===== src/rtl/lscs_pkg.sv =====
// Shared constants, codes and types of the light sample calibrate and scale unit.
package lscs_pkg;

   // Converter sample width and the length of a calibration run as a power of two.
   localparam int SAMPLE_W   = 10;
   localparam int AVG_SHIFT  = 4;
   localparam int RUN_LEN    = 1 << AVG_SHIFT;

   // Field and datapath widths.
   localparam int KIND_W     = 2;
   localparam int READ_W     = SAMPLE_W + 1;
   localparam int PCT_W      = 7;
   localparam int DIFF_W     = READ_W + 1;
   localparam int NUM_W      = DIFF_W + PCT_W;
   localparam int DIVIDEND_W = NUM_W - 1;
   localparam int DIVISOR_W  = DIFF_W - 1;
   localparam int REM_W      = DIVISOR_W + 1;
   localparam int STEP_W     = $clog2(DIVIDEND_W);
   localparam int SUM_W      = READ_W + AVG_SHIFT;

   // Configuration port.
   localparam int CSR_IDX_W  = 2;
   localparam int CSR_DATA_W = READ_W;

   // Percentage scale and reset values of the registers and points.
   localparam int PCT_MAX       = 100;
   localparam int BASE_RESET    = (1 << SAMPLE_W) - 1;
   localparam int LOW_RESET     = 0;
   localparam int HIGH_RESET    = (1 << SAMPLE_W) - 1;

   // Item kinds; the unused code is handled as a measurement.
   localparam logic [KIND_W-1:0] KIND_MEASURE  = 2'd0;
   localparam logic [KIND_W-1:0] KIND_LOW_CAL  = 2'd1;
   localparam logic [KIND_W-1:0] KIND_HIGH_CAL = 2'd2;
   localparam logic [KIND_W-1:0] KIND_NONE     = 2'd0;

   // Configuration register indexes.
   localparam logic [CSR_IDX_W-1:0] CSR_BASE_VALUE   = 2'd0;
   localparam logic [CSR_IDX_W-1:0] CSR_LOW_DEFAULT  = 2'd1;
   localparam logic [CSR_IDX_W-1:0] CSR_HIGH_DEFAULT = 2'd2;

   // Sequencer states.
   typedef enum logic [2:0] {
      ST_IDLE,
      ST_PREP,
      ST_MUL,
      ST_SIGN,
      ST_DIV,
      ST_DONE
   } state_type;

   // Divider command and status.
   typedef struct packed {
      logic                  start;
      logic [DIVIDEND_W-1:0] dividend;
      logic [DIVISOR_W-1:0]  divisor;
   } div_req_type;

   typedef struct packed {
      logic                  done;
      logic [DIVIDEND_W-1:0] quotient;
   } div_rsp_type;

endpackage


===== src/rtl/light_sample_calibrate_scale_unit.sv =====
// Top level of the light sample calibrate and scale unit with its sequencer.
//
// Each accepted item is one converter sample, inverted as base_value minus
// sample. A calibration item adds that reading to a 16-sample run in the
// prep step and is then done. A measure item maps the reading between the low
// and high points to a percentage clamped to 0..100, through the prep,
// multiply, sign and divide steps, with the 18-step serial divider forming the
// quotient. When the result is known to be zero without division, the divide
// step is skipped. The input stalls while an item is in work. A finished
// result waits in the output register and the next item is accepted meanwhile;
// while that register is held by a stalled output, the following finished item
// waits in its last step. Writing a default register also loads the matching
// working point.
module light_sample_calibrate_scale_unit
   import lscs_pkg::*;
(
   input  logic                         clock,
   input  logic                         reset,
   // Item input
   input  logic                         req_valid,
   output logic                         req_stall,
   input  logic [KIND_W-1:0]            req_kind,
   input  logic [SAMPLE_W-1:0]          req_sample,
   // Result output
   output logic                         rsp_valid,
   input  logic                         rsp_stall,
   output logic signed [READ_W-1:0]     rsp_reading,
   output logic [PCT_W-1:0]             rsp_percent,
   output logic                         rsp_calib_done,
   output logic                         rsp_calib_ok,
   // Configuration writes
   input  logic                         csr_write,
   input  logic [CSR_IDX_W-1:0]         csr_index,
   input  logic [CSR_DATA_W-1:0]        csr_data
);

   state_type state_ff, state_in;

   // Sequencer controls.
   logic load_item, do_prep, do_mul, do_sign, div_finish, rsp_load;
   logic is_cal, trivial_zero;

   // Configuration and calibration state.
   logic [SAMPLE_W-1:0]      base_ff;
   logic signed [READ_W-1:0] low_point_ff, high_point_ff;
   logic signed [SUM_W-1:0]  run_sum_ff;
   logic [AVG_SHIFT-1:0]     run_cnt_ff;
   logic [KIND_W-1:0]        run_kind_ff;

   // Item working registers.
   logic [KIND_W-1:0]        kind_ff;
   logic signed [READ_W-1:0] reading_ff, reading_in;
   logic signed [DIFF_W-1:0] diff_ff, den_ff;
   logic signed [NUM_W-1:0]  num_ff, num_in;
   logic [PCT_W-1:0]         pct_ff;
   logic                     done_ff, ok_ff;

   // Output register.
   logic                     rsp_valid_ff;
   logic signed [READ_W-1:0] rsp_reading_ff;
   logic [PCT_W-1:0]         rsp_percent_ff;
   logic                     rsp_done_ff, rsp_ok_ff;

   // Calibration run arithmetic.
   logic                     fresh, last;
   logic signed [SUM_W-1:0]  sum_base, sum_new;
   logic [AVG_SHIFT-1:0]     cnt_base;
   logic signed [READ_W-1:0] point;
   logic                     cal_ok;

   // Divider interface.
   div_req_type              div_req;
   div_rsp_type              div_rsp;
   logic [PCT_W-1:0]         pct_clamped;

   // Inverted reading of the incoming sample.
   assign reading_in = READ_W'({1'b0, base_ff}) - READ_W'({1'b0, req_sample});

   assign is_cal = (kind_ff == KIND_LOW_CAL) || (kind_ff == KIND_HIGH_CAL);

   // Zero percentage without division: equal points, zero numerator or opposite signs.
   assign trivial_zero = (den_ff == '0) || (num_ff == '0) ||
                         (num_ff[NUM_W-1] != den_ff[DIFF_W-1]);

   // Scaled numerator; product is kept modulo its width.
   assign num_in = NUM_W'(diff_ff) * NUM_W'(PCT_MAX);

   // Calibration run: restart on a change of kind, finish on the last sample.
   always_comb begin
      fresh    = run_kind_ff != kind_ff;
      sum_base = fresh ? '0 : run_sum_ff;
      cnt_base = fresh ? '0 : run_cnt_ff;
      sum_new  = sum_base + SUM_W'(reading_ff);
      last     = cnt_base == AVG_SHIFT'(RUN_LEN - 1);
      point    = READ_W'(sum_new >>> AVG_SHIFT);
      if (kind_ff == KIND_LOW_CAL) begin
         cal_ok = point < high_point_ff;
      end else begin
         cal_ok = low_point_ff < point;
      end
   end

   // Divider operands are the magnitudes of numerator and denominator.
   always_comb begin
      div_req.start    = do_sign && !trivial_zero;
      div_req.dividend = num_ff[NUM_W-1] ? DIVIDEND_W'(-num_ff) : DIVIDEND_W'(num_ff);
      div_req.divisor  = den_ff[DIFF_W-1] ? DIVISOR_W'(-den_ff) : DIVISOR_W'(den_ff);
   end

   lscs_div u_div (
      .clock   (clock),
      .reset   (reset),
      .div_req (div_req),
      .div_rsp (div_rsp)
   );

   // Clamp the quotient to the top of the scale.
   assign pct_clamped = (div_rsp.quotient > DIVIDEND_W'(PCT_MAX)) ?
                        PCT_W'(PCT_MAX) : PCT_W'(div_rsp.quotient);

   // Next state.
   always_comb begin
      state_in = state_ff;
      case (state_ff)
         ST_IDLE: begin
            if (req_valid) state_in = ST_PREP;
         end
         ST_PREP: begin
            state_in = is_cal ? ST_DONE : ST_MUL;
         end
         ST_MUL: begin
            state_in = ST_SIGN;
         end
         ST_SIGN: begin
            state_in = trivial_zero ? ST_DONE : ST_DIV;
         end
         ST_DIV: begin
            if (div_rsp.done) state_in = ST_DONE;
         end
         ST_DONE: begin
            if (!rsp_valid_ff || !rsp_stall) state_in = ST_IDLE;
         end
         default: begin
            state_in = ST_IDLE;
         end
      endcase
   end

   // Sequencer outputs.
   always_comb begin
      req_stall  = 1'b1;
      load_item  = 1'b0;
      do_prep    = 1'b0;
      do_mul     = 1'b0;
      do_sign    = 1'b0;
      div_finish = 1'b0;
      rsp_load   = 1'b0;
      case (state_ff)
         ST_IDLE: begin
            req_stall = 1'b0;
            load_item = req_valid;
         end
         ST_PREP: begin
            do_prep = 1'b1;
         end
         ST_MUL: begin
            do_mul = 1'b1;
         end
         ST_SIGN: begin
            do_sign = 1'b1;
         end
         ST_DIV: begin
            div_finish = div_rsp.done;
         end
         ST_DONE: begin
            rsp_load = !rsp_valid_ff || !rsp_stall;
         end
         default: begin
            req_stall = 1'b1;
         end
      endcase
   end

   // Control state: sequencer, configuration, calibration run, output valid.
   always_ff @(posedge clock) begin
      if (reset) begin
         state_ff      <= ST_IDLE;
         base_ff       <= SAMPLE_W'(BASE_RESET);
         low_point_ff  <= READ_W'(LOW_RESET);
         high_point_ff <= READ_W'(HIGH_RESET);
         run_sum_ff    <= '0;
         run_cnt_ff    <= '0;
         run_kind_ff   <= KIND_NONE;
         rsp_valid_ff  <= 1'b0;
      end else begin
         state_ff <= state_in;
         // Register writes; a default write also loads its working point.
         if (csr_write) begin
            case (csr_index)
               CSR_BASE_VALUE:   base_ff       <= csr_data[SAMPLE_W-1:0];
               CSR_LOW_DEFAULT:  low_point_ff  <= csr_data;
               CSR_HIGH_DEFAULT: high_point_ff <= csr_data;
               default: begin
               end
            endcase
         end
         // One calibration sample.
         if (do_prep && is_cal) begin
            if (last) begin
               if (kind_ff == KIND_LOW_CAL) begin
                  low_point_ff <= point;
               end else begin
                  high_point_ff <= point;
               end
               run_sum_ff  <= '0;
               run_cnt_ff  <= '0;
               run_kind_ff <= KIND_NONE;
            end else begin
               run_sum_ff  <= sum_new;
               run_cnt_ff  <= cnt_base + 1'b1;
               run_kind_ff <= kind_ff;
            end
         end
         // Output register holds a result until its transfer.
         if (rsp_load) begin
            rsp_valid_ff <= 1'b1;
         end else if (!rsp_stall) begin
            rsp_valid_ff <= 1'b0;
         end
      end
   end

   // Item datapath registers.
   always_ff @(posedge clock) begin
      if (load_item) begin
         kind_ff    <= req_kind;
         reading_ff <= reading_in;
      end
      if (do_prep) begin
         diff_ff <= DIFF_W'(reading_ff) - DIFF_W'(low_point_ff);
         den_ff  <= DIFF_W'(high_point_ff) - DIFF_W'(low_point_ff);
         pct_ff  <= '0;
         done_ff <= is_cal && last;
         ok_ff   <= is_cal && last && cal_ok;
      end
      if (do_mul) begin
         num_ff <= num_in;
      end
      if (div_finish) begin
         pct_ff <= pct_clamped;
      end
      if (rsp_load) begin
         rsp_reading_ff <= reading_ff;
         rsp_percent_ff <= pct_ff;
         rsp_done_ff    <= done_ff;
         rsp_ok_ff      <= ok_ff;
      end
   end

   assign rsp_valid      = rsp_valid_ff;
   assign rsp_reading    = rsp_reading_ff;
   assign rsp_percent    = rsp_percent_ff;
   assign rsp_calib_done = rsp_done_ff;
   assign rsp_calib_ok   = rsp_ok_ff;

endmodule


===== src/rtl/lscs_div.sv =====
// Restoring serial divider, one quotient bit per clock cycle.
module lscs_div
   import lscs_pkg::*;
(
   input  logic        clock,
   input  logic        reset,
   input  div_req_type div_req,
   output div_rsp_type div_rsp
);

   logic                  busy_ff, busy_in;
   logic                  done_ff, done_in;
   logic [STEP_W-1:0]     step_ff, step_in;
   logic [DIVIDEND_W-1:0] quo_ff, quo_in;
   logic [REM_W-1:0]      rem_ff, rem_in;
   logic [DIVISOR_W-1:0]  dsr_ff, dsr_in;
   logic [REM_W-1:0]      rem_shift;
   logic [REM_W-1:0]      trial;
   logic                  fits;

   // One trial subtraction of the shifted remainder.
   always_comb begin
      rem_shift = {rem_ff[REM_W-2:0], quo_ff[DIVIDEND_W-1]};
      trial     = rem_shift - {1'b0, dsr_ff};
      fits      = rem_shift >= {1'b0, dsr_ff};
   end

   // Next values: load on start, then, while busy, shift one quotient bit in each cycle.
   always_comb begin
      busy_in = busy_ff;
      done_in = 1'b0;
      step_in = step_ff;
      quo_in  = quo_ff;
      rem_in  = rem_ff;
      dsr_in  = dsr_ff;
      if (div_req.start) begin
         busy_in = 1'b1;
         step_in = STEP_W'(DIVIDEND_W - 1);
         quo_in  = div_req.dividend;
         rem_in  = '0;
         dsr_in  = div_req.divisor;
      end else if (busy_ff) begin
         quo_in = {quo_ff[DIVIDEND_W-2:0], fits};
         rem_in = fits ? trial : rem_shift;
         if (step_ff == '0) begin
            busy_in = 1'b0;
            done_in = 1'b1;
         end else begin
            step_in = step_ff - 1'b1;
         end
      end
   end

   // Control registers.
   always_ff @(posedge clock) begin
      if (reset) begin
         busy_ff <= 1'b0;
         done_ff <= 1'b0;
      end else begin
         busy_ff <= busy_in;
         done_ff <= done_in;
      end
   end

   // Datapath registers.
   always_ff @(posedge clock) begin
      step_ff <= step_in;
      quo_ff  <= quo_in;
      rem_ff  <= rem_in;
      dsr_ff  <= dsr_in;
   end

   assign div_rsp.done     = done_ff;
   assign div_rsp.quotient = quo_ff;

endmodule


===== config.mk =====
export PLATFORM = sky130hd
export DESIGN_NAME = light_sample_calibrate_scale_unit
export DESIGN_NICKNAME = d
export VERILOG_FILES = /design/src/rtl/lscs_pkg.sv /design/src/rtl/light_sample_calibrate_scale_unit.sv /design/src/rtl/lscs_div.sv
export SDC_FILE = /design/constraint.sdc
export NUM_CORES = 1
export LEC_CHECK = 0
export BUFFER_PORTS_ARGS = -buffer_cell sky130_fd_sc_hd__buf_2
export CORE_MARGIN = 2
export CORE_UTILIZATION = 35
export DETAILED_ROUTE_END_ITERATION = 6
export GPL_TIMING_DRIVEN = 1
export HOLD_SLACK_MARGIN = 0.06
export PLACE_DENSITY = 0.59
export SYNTH_ARGS = -nofsm -noshare
export SYNTH_HDL_FRONTEND = slang
export SYNTH_SLANG_ARGS = --single-unit
export TNS_END_PERCENT = 30

===== constraint.sdc =====
create_clock -name clock -period 11.7 [get_ports clock]
set_input_delay 1.17 -clock clock [delete_from_list [all_inputs] [get_ports clock]]
set_output_delay 1.17 -clock clock [all_outputs]
set_load 0.01 [all_outputs]

; ---- Yosys cells after proc, flatten, opt, wreduce, memory -nomap -nowiden
; Index checks and enable logic that the tools add are counted.
[totals]
word_cells = 123
regBits = 187
[classes]
n_bitwise = 2
n_addsub = 9
reduce_logical = 22
n_mux = 43
order_cmp = 4
n_eq_ne = 16
multipliers = 1
[ops]
columns = cell, n
row1 = $mux W11, 12
row2 = $mux W18, 3
row3 = $mux W15, 2
row4 = $sub A11 B11 Y12, 2
row5 = $lt A11 B11 Y1, 2
row6 = $mux W7, 3
row7 = $logic_not A19 Y1, 1
row8 = $gt A18 B7 Y1 const B, 1
row9 = $neg A18 Y18, 1
row10 = $pmux W3 S6, 1
row11 = $mul A12 B6 Y17 const B, 1
row12 = $add A15 B11 Y15, 1
row13 = $mux W1, 15
row14 = $ge A12 B11 Y1, 1
row15 = $logic_not A12 Y1, 1
row16 = $mux W3, 4
row17 = $neg A11 Y11, 1
row18 = $sub A10 B10 Y11, 1
row19 = $sub A11 B11 Y11, 1
row20 = $mux W4, 2
row21 = $eq A3 B2 Y1 const B, 2
row22 = $eq A3 B3 Y1 const B, 2
row23 = $logic_not A5 Y1, 1
row24 = $sub A5 B1 Y5 const B, 1
row25 = other kinds (20), 35

; ---- Depth between registers and ports, before layout
; Gate-level depths: netlist of the first run.
[depth]
ltp_word = 6
mapped_depth = 23

; ---- By module
; Synthesis of the first run repeated with hierarchy kept, for this count alone.
[hier_totals]
cells_unflattened = 1176
hier_area_um2 = 11559.8
[modules_own_cells]
columns = module, cells_each, seq_area_each_um2, n_inst, area_each_um2
row1 = light_sample_calibrate_scale_unit, 968, 3633.5, 1, 9171.3
row2 = lscs_div, 208, 1231.2, 1, 2388.5

; ---- Worst setup path after synthesis of the first run
; OpenSTA, ideal clock, no wires.
[synth_path]
path_type = flip-flop to flip-flop
start = reg kind_ff[1]
end = reg ok_ff, data pin
n_path_buf = 2
setup_slack_ns = 6.819
period_less_slack_ns = 4.881
required_time_ns = 11.434
stages_incl_launch_ff = 24
t_arrival_ns = 4.615
cell_sequence = edfxtp_1 > xor2_1 > nor2_1 > clkbuf_1 > clkbuf_1 > and2_1 > ha_1 > inv_1 > fa_1 > nor2b_1 > o2111ai_1 > nand2_1 > xor2_1 > inv_1 > ha_1 > or3_1 > o21ai_0 > a21oi_1 > maj3_2 > maj3_2 > maj3_2 > o22ai_2 > mux2i_1 > o211ai_1
[synth_via]
elab_chain_cells = 6
elab_cells_between_ends = 13
classes_between = 1 x add/sub / 2 x order compare / 4 x eq/ne / 3 x mux / 3 x reduce/logical
[synth_rtl]
columns = item, line
row1 = "start, declared", light_sample_calibrate_scale_unit.sv:51  ; logic [KIND_W-1:0] kind_ff;
row2 = "start signal, assigned", light_sample_calibrate_scale_unit.sv:236  ; kind_ff <= req_kind;
row3 = $ne A2 B2 Y1, light_sample_calibrate_scale_unit.sv:90  ; fresh = run_kind_ff != kind_ff;
row4 = $mux W15, light_sample_calibrate_scale_unit.sv:91  ; sum_base = fresh ? '0 : run_sum_ff;
row5 = $add A15 B11 Y15, light_sample_calibrate_scale_unit.sv:93  ; sum_new = sum_base + SUM_W'(reading_ff);
row6 = "$lt A11 B11 Y1, on equally long branches", "light_sample_calibrate_scale_unit.sv:99, light_sample_calibrate_scale_unit.sv:97"
row7 = $mux W1, light_sample_calibrate_scale_unit.sv:96  ; if (kind_ff == KIND_LOW_CAL) begin
row8 = $logic_and A1 B1 Y1 (*), light_sample_calibrate_scale_unit.sv:244  ; ok_ff <= is_cal && last && cal_ok;
row9 = "end signal, assigned", light_sample_calibrate_scale_unit.sv:244
row10 = "end, declared", light_sample_calibrate_scale_unit.sv:56  ; logic done_ff, ok_ff;
; Every way passes the cells marked *; elsewhere a longest branch is shown, timed or not.
; A chain may end at the register's enable or synchronous reset.

; ---- Worst setup path in the final report of the first run
; Same ends and word-level chain as after synthesis.

==> run metrics, run 1 <==
outcome=complete, no violations; internal power component=0.001412 W; number of filler cells placed in the layout=3257; top cells by area, synth=sky130_fd_sc_hd__edfxtp_1 (29%), sky130_fd_sc_hd__dfxtp_1 (13%), sky130_fd_sc_hd__ha_1 (11%), sky130_fd_sc_hd__nor2_1 (4.2%), sky130_fd_sc_hd__inv_1 (4.1%); power share of the clock group=0.263; cell mode on critical path=sky130_fd_sc_hd__maj3_2; Hold Path Origin=pct_ff[1]$_SDFFCE_PN0P_; worst path arrival time=5.24 ns; post-DR vias/cell=4.873; Setup Total Neg Slack=0 ns; net switching power of the design=0.0007345 W; Area Overhead vs Synth=10.87%; highest net fanout along the worst path=20; RSZ-0062 raised after global routing=no; hold violation total from the final report=0; slew at the pin with the worst max-slew slack=1.199 ns; post-placement cell count=1670; launch instance of the worst register-to-register path=kind_ff[1]$_DFFE_PP_; sort of element at the end of the critical path=flop; Pre-Repair DR Iteration Count=5; logic gate share of total power=0.332; cell count after synthesis=1214; number of different library cells in the post-synthesis netlist=71; worst voltage drop across the vdd grid=0.08584 mV; Max-Slew Margin vs Limit=0.2010; switching portion of total power=0.3422; number of ports placed on the die boundary=52; clock transition at the registers of the reported paths=0.08 ns; root buffer cell=sky130_fd_sc_hd__clkbuf_16; vias after detailed routing=8293; CP required=11.88 ns; async set or reset register ratio after synthesis=0; final critical-path share of the clock period=0.4324; global routing usage summed across all routing layers=0.1460; Static Leakage=5.438 nW; pwr/cell area=167.5 nW/µm²; total DRC errors in the routed layout=0; Critical path origin=kind_ff[1]$_DFFE_PP_; number of nets in the layout=1396; number of gates resized after cts=0; maximum clock frequency=197.7 MHz; drt wl/cell=14.18 µm; Post-Syn Nets=1363; area enclosed by the die boundary=34490 µm²; worst-skew pair later-pin latency=0.44 ns; largest area contributor in the netlist=sky130_fd_sc_hd__edfxtp_1; layout cells sized above 1=0.09365; critical path startpoint category=flop; sum of net half-perimeters after detailed placement=18560 µm; Remaining Overflow, GRT=0; overall routed net length=24140 µm; type of the worst min-delay path=flop to flop; ANT nets after route=0; global-route wire length before repair=39330 µm; number of inserted diodes=0; count of synthesis-stage warnings from yosys=0; Syn Std Cell Area=11560 µm²; std cell rows=66; via count of the first global-routing pass=7737; number of slew-limit violations in the final report=0; clock tree from TritonCTS=yes; Worst Path Class, Setup=flop to flop; portion of the post-synthesis area used by sequential elements=0.4209; htree depth=4; Worst Skew=0.01045 ns; largest net degree at the start of global routing=60; highest-count cells in the layout ignoring fill and taps=sky130_fd_sc_hd__nor2_1 (130), sky130_fd_sc_hd__inv_1 (127), sky130_fd_sc_hd__edfxtp_1 (112); most common cell after layout, fill and taps aside=sky130_fd_sc_hd__nor2_1; post-CTS repair timing setup buffer count=0; number of register bits inferred by synthesis=187; die height=185.7 µm; count of buffers inserted at the top-level ports=51; initial antenna violation count=0; number of buffers inserted for hold repair after clock tree synthesis=0; area share of the largest cell type after synthesis=0.2910; global placement routability congestion=0.8530; sink count of the clock tree=187; Final setup violation count=0; starting density of the core=0.3552; final non-filler cell total=1702; per-instance average area after synthesis=9.520 µm²; overall die width=185.7 µm; count of flip-flops with a built-in enable after synthesis=112; standard cell with the maximum stage delay on the critical path=sky130_fd_sc_hd__edfxtp_1; list of cells traversed by the critical path=xor2_1, nor2_1, buf_4, and2_1, ha_1, inv_1, fa_1, nor2b_1, o2111ai_1, nand2_1, xor2_1, inv_1, ha_1, or3_1, o21ai_0, a21oi_1, maj3_2, maj3_2, maj3_2, o22ai_2, mux2i_1, o211ai_1; core region area=32540 µm²; number of maximum-capacitance constraint violations=0; main flop type after synthesis=sky130_fd_sc_hd__edfxtp_1; clock period minus worst slack=5.059 ns; clock buffers created by TritonCTS=17; proportion of power drawn by flip-flops and latches=0.405; detailed router's first-iteration violation count=443; maximum buffer depth of the clock tree=2; maximum single-stage delay on the critical path=0.42 ns
==> synthesized netlist by cell type (5+ instances only) <==
library cell,n
sky130_fd_sc_hd__dfxtp_1,75
sky130_fd_sc_hd__nand4_1,7
sky130_fd_sc_hd__o31ai_1,6
sky130_fd_sc_hd__nor3_1,16
sky130_fd_sc_hd__mux2i_1,16
sky130_fd_sc_hd__o21ai_0,69
sky130_fd_sc_hd__nand2_1,104
sky130_fd_sc_hd__o21a_1,10
sky130_fd_sc_hd__a211oi_1,14
sky130_fd_sc_hd__fa_1,15
sky130_fd_sc_hd__a22oi_1,8
sky130_fd_sc_hd__xor2_1,24
sky130_fd_sc_hd__and2_1,26
sky130_fd_sc_hd__buf_2,5
sky130_fd_sc_hd__a211o_1,13
sky130_fd_sc_hd__clkbuf_1,33
sky130_fd_sc_hd__inv_1,127
sky130_fd_sc_hd__nand3_1,21
sky130_fd_sc_hd__a21o_1,18
sky130_fd_sc_hd__or3_1,13
sky130_fd_sc_hd__nor2_1,130
sky130_fd_sc_hd__ha_1,104
sky130_fd_sc_hd__edfxtp_1,112
sky130_fd_sc_hd__nor4_1,8
sky130_fd_sc_hd__xnor2_1,41
sky130_fd_sc_hd__mux2_2,6
sky130_fd_sc_hd__o211ai_1,8
sky130_fd_sc_hd__a21boi_0,15
sky130_fd_sc_hd__a31oi_1,7
sky130_fd_sc_hd__nand3b_1,5
sky130_fd_sc_hd__nand2b_1,21
sky130_fd_sc_hd__nor2b_1,25
sky130_fd_sc_hd__a21oi_1,51
==> power by group through the flow <==
stage / combinational [W] / sequential (W) / clock (W)
after floorplan: 0.000585 / 0.000860 / 0
after global placement: 0.000704 / 0.000881 / 0
after detailed placement: 0.000717 / 0.000883 / 0
after CTS: 0.000724 / 0.000869 / 0.000580
after global routing: 0.000826 / 0.000879 / 0.000605
final: 0.000713 / 0.000869 / 0.000564
==> worst paths after layout <==
kind	slack, ns	cells after the start	endpoint
min reg2reg	0.42	0	rsp_percent[1]$_DFFE_PP_
max	6.64	22	ok_ff$_DFFE_PN_
min	0.42	0	rsp_percent[1]$_DFFE_PP_
max reg2reg	6.64	22	ok_ff$_DFFE_PN_
==> layout make-up <==
| type | instances | area, µm² | area share |
|---|---|---|---|
| tap | 442 | 553.0 | 0.04316 |
| inverter | 128 | 480.5 | 0.03750 |
| timing repair buffer | 56 | 292.8 | 0.02285 |
| clock buffer | 17 | 425.4 | 0.03320 |
| clock inverter | 15 | 150.1 | 0.01172 |
| sequential | 187 | 4865 | 0.3797 |
| multi-input combinational | 857 | 6047 | 0.4719 |
==> critical path: cells and delay by family (launching register included) <==
kind / cells / cell delay, ns
adders and majority gates: 6 / 1.75
and+or+nand+nor: 5 / 0.94
AOI/OAI and AO/OA: 5 / 0.57
xor gates and xnor gates: 2 / 0.53
muxes: 1 / 0.19
DFF: 1 / 0.42
buffers and inverters: 3 / 0.38
==> per-layer routing <==
layer / GRT usage / part of all wire
met3: 0.02270 / 0.032
met1: 0.1948 / 0.49
met4: 0.04945 / 0.021
met2: 0.2412 / 0.46
met5: 0 / 0
==> per-stage QoR <==
stage          setup WS [ns]    util  total power [W]  hold slack, ns  area (µm²)
2_1_floorplan          6.819       -         0.001445          0.4003       11560
3_3_place_gp           6.720  0.3761         0.001586          0.4026       12240
3_5_place_dp           6.713  0.3761         0.001600          0.4045       12240
4_1_cts                6.671  0.3938         0.002173          0.4229       12810
5_1_grt                6.298  0.3938         0.002310          0.4260       12810
6_report               6.641  0.3938         0.002146          0.4207       12810
==> cells by family (layout without fill, tap and decap cells) <==
group,after synthesis,count (layout),synth area share
compound gates,251,251,0.1432
xor+xnor,68,68,0.05348
fa+ha+maj,123,123,0.1424
buf+inv,170,216,0.05705
flops,187,187,0.4209
mux,22,22,0.01970
simple gates,393,393,0.1633
==> state kept, by name (all words and copies together) (netlist names), 7 cells and up <==
signal         flops
u_div.quo_ff      18
num_ff            17
run_sum_ff        15
den_ff            12
diff_ff           12
high_point_ff     11
low_point_ff      11
reading_ff        11
rsp_reading       11
u_div.dsr_ff      11
u_div.rem_ff      11
base_ff           10
pct_ff             7
rsp_percent        7
Note: power is estimated with default switching activity, not from simulation.
==> run 2: changes to the inputs <==
==> constraint.sdc (replaced) <==
create_clock -name clock -period 5.3 [get_ports clock]
set_input_delay 0.53 -clock clock [delete_from_list [all_inputs] [get_ports clock]]
set_output_delay 0.53 -clock clock [all_outputs]
set_load 0.01 [all_outputs]
==> run 2 against run 1 <==
Via count is 0.84% higher; total power increased by 130%; wire length is 1.8% higher; first-iteration DRC count is 11% higher; utilization grew 0.25 points; non-clock buffer count increased by 5; critical path depth down 2; fmax increased by 4.1%; sequential cell count unchanged; cell count rose by 0.29%; critical endpoint unchanged; largest power group unchanged.
==> run metrics, run 2 (synthesis gave the netlist of run 1 again) <==
worst path arrival time=5.05 ns (was 5.24 ns); vias after detailed routing=8363 (was 8293); Final setup violation count=0 (unchanged); sink count of the clock tree=187 (unchanged); slew at the pin with the worst max-slew slack=1.154 ns (was 1.199 ns); global routing usage summed across all routing layers=0.1487 (was 0.1460); ANT nets after route=0 (unchanged); power share of the clock group=0.278 (was 0.263); worst-skew pair later-pin latency=0.44 ns (about the same); number of filler cells placed in the layout=3254 (was 3257); post-placement worst setup slack=0.4497 ns (was 6.713 ns); RSZ-0062 raised after global routing=no (unchanged); highest-count cells in the layout ignoring fill and taps=sky130_fd_sc_hd__nor2_1 (130), sky130_fd_sc_hd__inv_1 (127), sky130_fd_sc_hd__edfxtp_1 (112) (unchanged); internal power component=0.003222 W (was 0.001412 W); std cell rows=66 (unchanged); Worst Path Class, Setup=flop to flop (unchanged); number of slew-limit violations in the final report=0 (unchanged); pwr/cell area=376.9 nW/µm² (was 167.5 nW/µm²); sequential cell area=4865 µm² (unchanged); initial antenna violation count=0 (unchanged); hold violation total from the final report=0 (unchanged); Remaining Overflow, GRT=0 (unchanged); routing usage on met2=0.2372 (was 0.2412); Setup Total Neg Slack=0 ns (unchanged); M1 GR Usage=0.2038 (was 0.1948); count of buffers inserted at the top-level ports=51 (unchanged); total DRC errors in the routed layout=0 (unchanged); clock buffers created by TritonCTS=17 (unchanged); highest net fanout along the worst path=17 (was 20); area used by multi-input combinational logic=6047 µm² (unchanged); most utilized layer in the global route result=met2 (unchanged); number of ports placed on the die boundary=52 (unchanged); number of inserted diodes=0 (unchanged); drt wl/cell=14.40 µm (was 14.18 µm); clock transition at the registers of the reported paths=0.07 ns (was 0.08 ns); number of buffers inserted for hold repair after clock tree synthesis=0 (unchanged); via count of the first global-routing pass=7915 (was 7737); area enclosed by the die boundary=34490 µm² (unchanged); CP required=5.49 ns (was 11.88 ns); layout cells sized above 1=0.09723 (was 0.09365); standard cell with the maximum stage delay on the critical path=sky130_fd_sc_hd__edfxtp_1 (unchanged); number of cells on the worst hold path=1 (was 0); type of the worst min-delay path=input port to flop (was flop to flop); starting density of the core=0.3552 (unchanged); list of cells traversed by the critical path=xor2_1, nor2_1, buf_4, and2_1, ha_1, o211a_1, o21a_1, nor2_1, xnor2_1, inv_1, ha_1, or3_1, o21ai_0, a21oi_1, maj3_2, maj3_2, maj3_2, o22ai_2, mux2i_1, o211ai_1 (was xor2_1, nor2_1, buf_4, and2_1, ha_1, inv_1, fa_1, nor2b_1, o2111ai_1, nand2_1, xor2_1, inv_1, ha_1, or3_1, o21ai_0, a21oi_1, maj3_2, maj3_2, maj3_2, o22ai_2, mux2i_1, o211ai_1); number of maximum-capacitance constraint violations=0 (unchanged); die height=185.7 µm (unchanged); htree depth=4 (unchanged); number of gates resized after cts=0 (unchanged); Worst R2R Path Depth=20 (was 22); switching portion of total power=0.3372 (was 0.3422); clock period minus worst slack=4.862 ns (was 5.059 ns); worst hold margin=0.2711 ns (was 0.4207 ns); outcome=complete, no violations (unchanged); number of nets in the layout=1401 (was 1396); logic gate share of total power=0.328 (was 0.332); sort of element at the end of the critical path=flop (unchanged); proportion of power drawn by flip-flops and latches=0.394 (was 0.405); maximum single-stage delay on the critical path=0.43 ns (was 0.42 ns); worst voltage drop across the vdd grid=0.2217 mV (was 0.08584 mV); register containing the most flip-flops in the final layout=u_div.quo_ff (unchanged); sum of net half-perimeters after detailed placement=18740 µm (was 18560 µm); critical path startpoint category=flop (unchanged); post-DR vias/cell=4.899 (was 4.873); most common cell after layout, fill and taps aside=sky130_fd_sc_hd__nor2_1 (unchanged); max reg flops=18 (unchanged); final critical-path share of the clock period=0.9173 (was 0.4324); global-route wire length before repair=40230 µm (was 39330 µm); root buffer cell=sky130_fd_sc_hd__clkbuf_16 (unchanged); Pre-Repair DR Iteration Count=5 (unchanged); global placement routability congestion=0.8330 (was 0.8530); overall die width=185.7 µm (unchanged); Top Registers=u_div.quo_ff x18, num_ff x17, run_sum_ff x15 (unchanged); maximum buffer depth of the clock tree=2 (unchanged); largest net degree at the start of global routing=60 (unchanged); maximum clock frequency=205.7 MHz (was 197.7 MHz); Max-Slew Margin vs Limit=0.2304 (was 0.2010); final setup margin=0.4383 ns (was 6.641 ns); detailed router's first-iteration violation count=493 (was 443); overall routed net length=24580 µm (was 24140 µm); net switching power of the design=0.001639 W (was 0.0007345 W); post-CTS repair timing setup buffer count=0 (unchanged); core region area=32540 µm² (unchanged); clock tree from TritonCTS=yes (unchanged); Static Leakage=5.477 nW (was 5.438 nW); Area Overhead vs Synth=11.58% (was 10.87%); met3 usage in global routing=0.02465 (was 0.02270); Worst Skew=0.01105 ns (was 0.01045 ns); cell mode on critical path=sky130_fd_sc_hd__maj3_2 (unchanged)
-- run 2: changes by cell type in the layout (fill, tap and decap cells not counted), sizes merged --
cell      change
clkinv        -6
buf           +5
bufinv        +2
clkinvlp      +2
inv           +2
-- run 2: through the flow --
| step | power [W] | utilization | cell area [µm²] | std cells |
|---|---|---|---|---|
| 2_1_floorplan | 0.003190 | - | 11560 | 1214 |
| 3_3_place_gp | 0.003513 | 0.3773 | 12280 | 1675 |
| 3_5_place_dp | 0.003539 | 0.3773 | 12280 | 1675 |
| 4_1_cts | 0.004909 | 0.3964 | 12900 | 1707 |
| 5_1_grt | 0.005211 | 0.3964 | 12900 | 1707 |
| 6_report | 0.004861 | 0.3964 | 12900 | 1707 |
-- run 2: power groups by stage --
stage / logic, W / registers [W] / clock network (W)
2_1_floorplan: 0.00129 / 0.00190 / 0
4_1_cts: 0.00161 / 0.00192 / 0.00138
6_report: 0.00159 / 0.00192 / 0.00135
3_3_place_gp: 0.00157 / 0.00195 / 0
3_5_place_dp: 0.00159 / 0.00195 / 0
5_1_grt: 0.00184 / 0.00194 / 0.00144
-- run 2: final cells by class --
type | instances | area share
Sequential cell | 187 | 0.3772
Multi-Input combinational cell | 857 | 0.4689
Tap cell | 442 | 0.04288
Timing Repair Buffer | 61 | 0.02561
Inverter | 128 | 0.03726
Clock inverter | 15 | 0.01514
Clock buffer | 17 | 0.03299
-- run 2: worst max-delay path, delay by kind of cell, from the launching register on --
family / cells / cell delay (ns)
fa+ha+maj: 5 / 1.59
compound gates: 6 / 0.75
simple gates: 4 / 0.70
xor+xnor: 2 / 0.61
flops: 1 / 0.43
buf+inv: 2 / 0.31
mux: 1 / 0.20
-- run 2: final timing paths --
kind | start | to | slack [ns]
max | kind_ff[0]$_DFFE_PP_ | ok_ff$_DFFE_PN_ | 0.44
min | req_kind[1] | kind_ff[1]$_DFFE_PP_ | 0.27
max reg2reg | kind_ff[0]$_DFFE_PP_ | ok_ff$_DFFE_PN_ | 0.44
min reg2reg | pct_ff[4]$_SDFFCE_PN0P_ | rsp_percent[4]$_DFFE_PP_ | 0.42
-- run 2: metal layers --
layer  up-vias  wire length, µm
met4         0              497
li1       4303                -
met5         -                0
met2       141            11040
met1      3898            12020
met3        21             1020
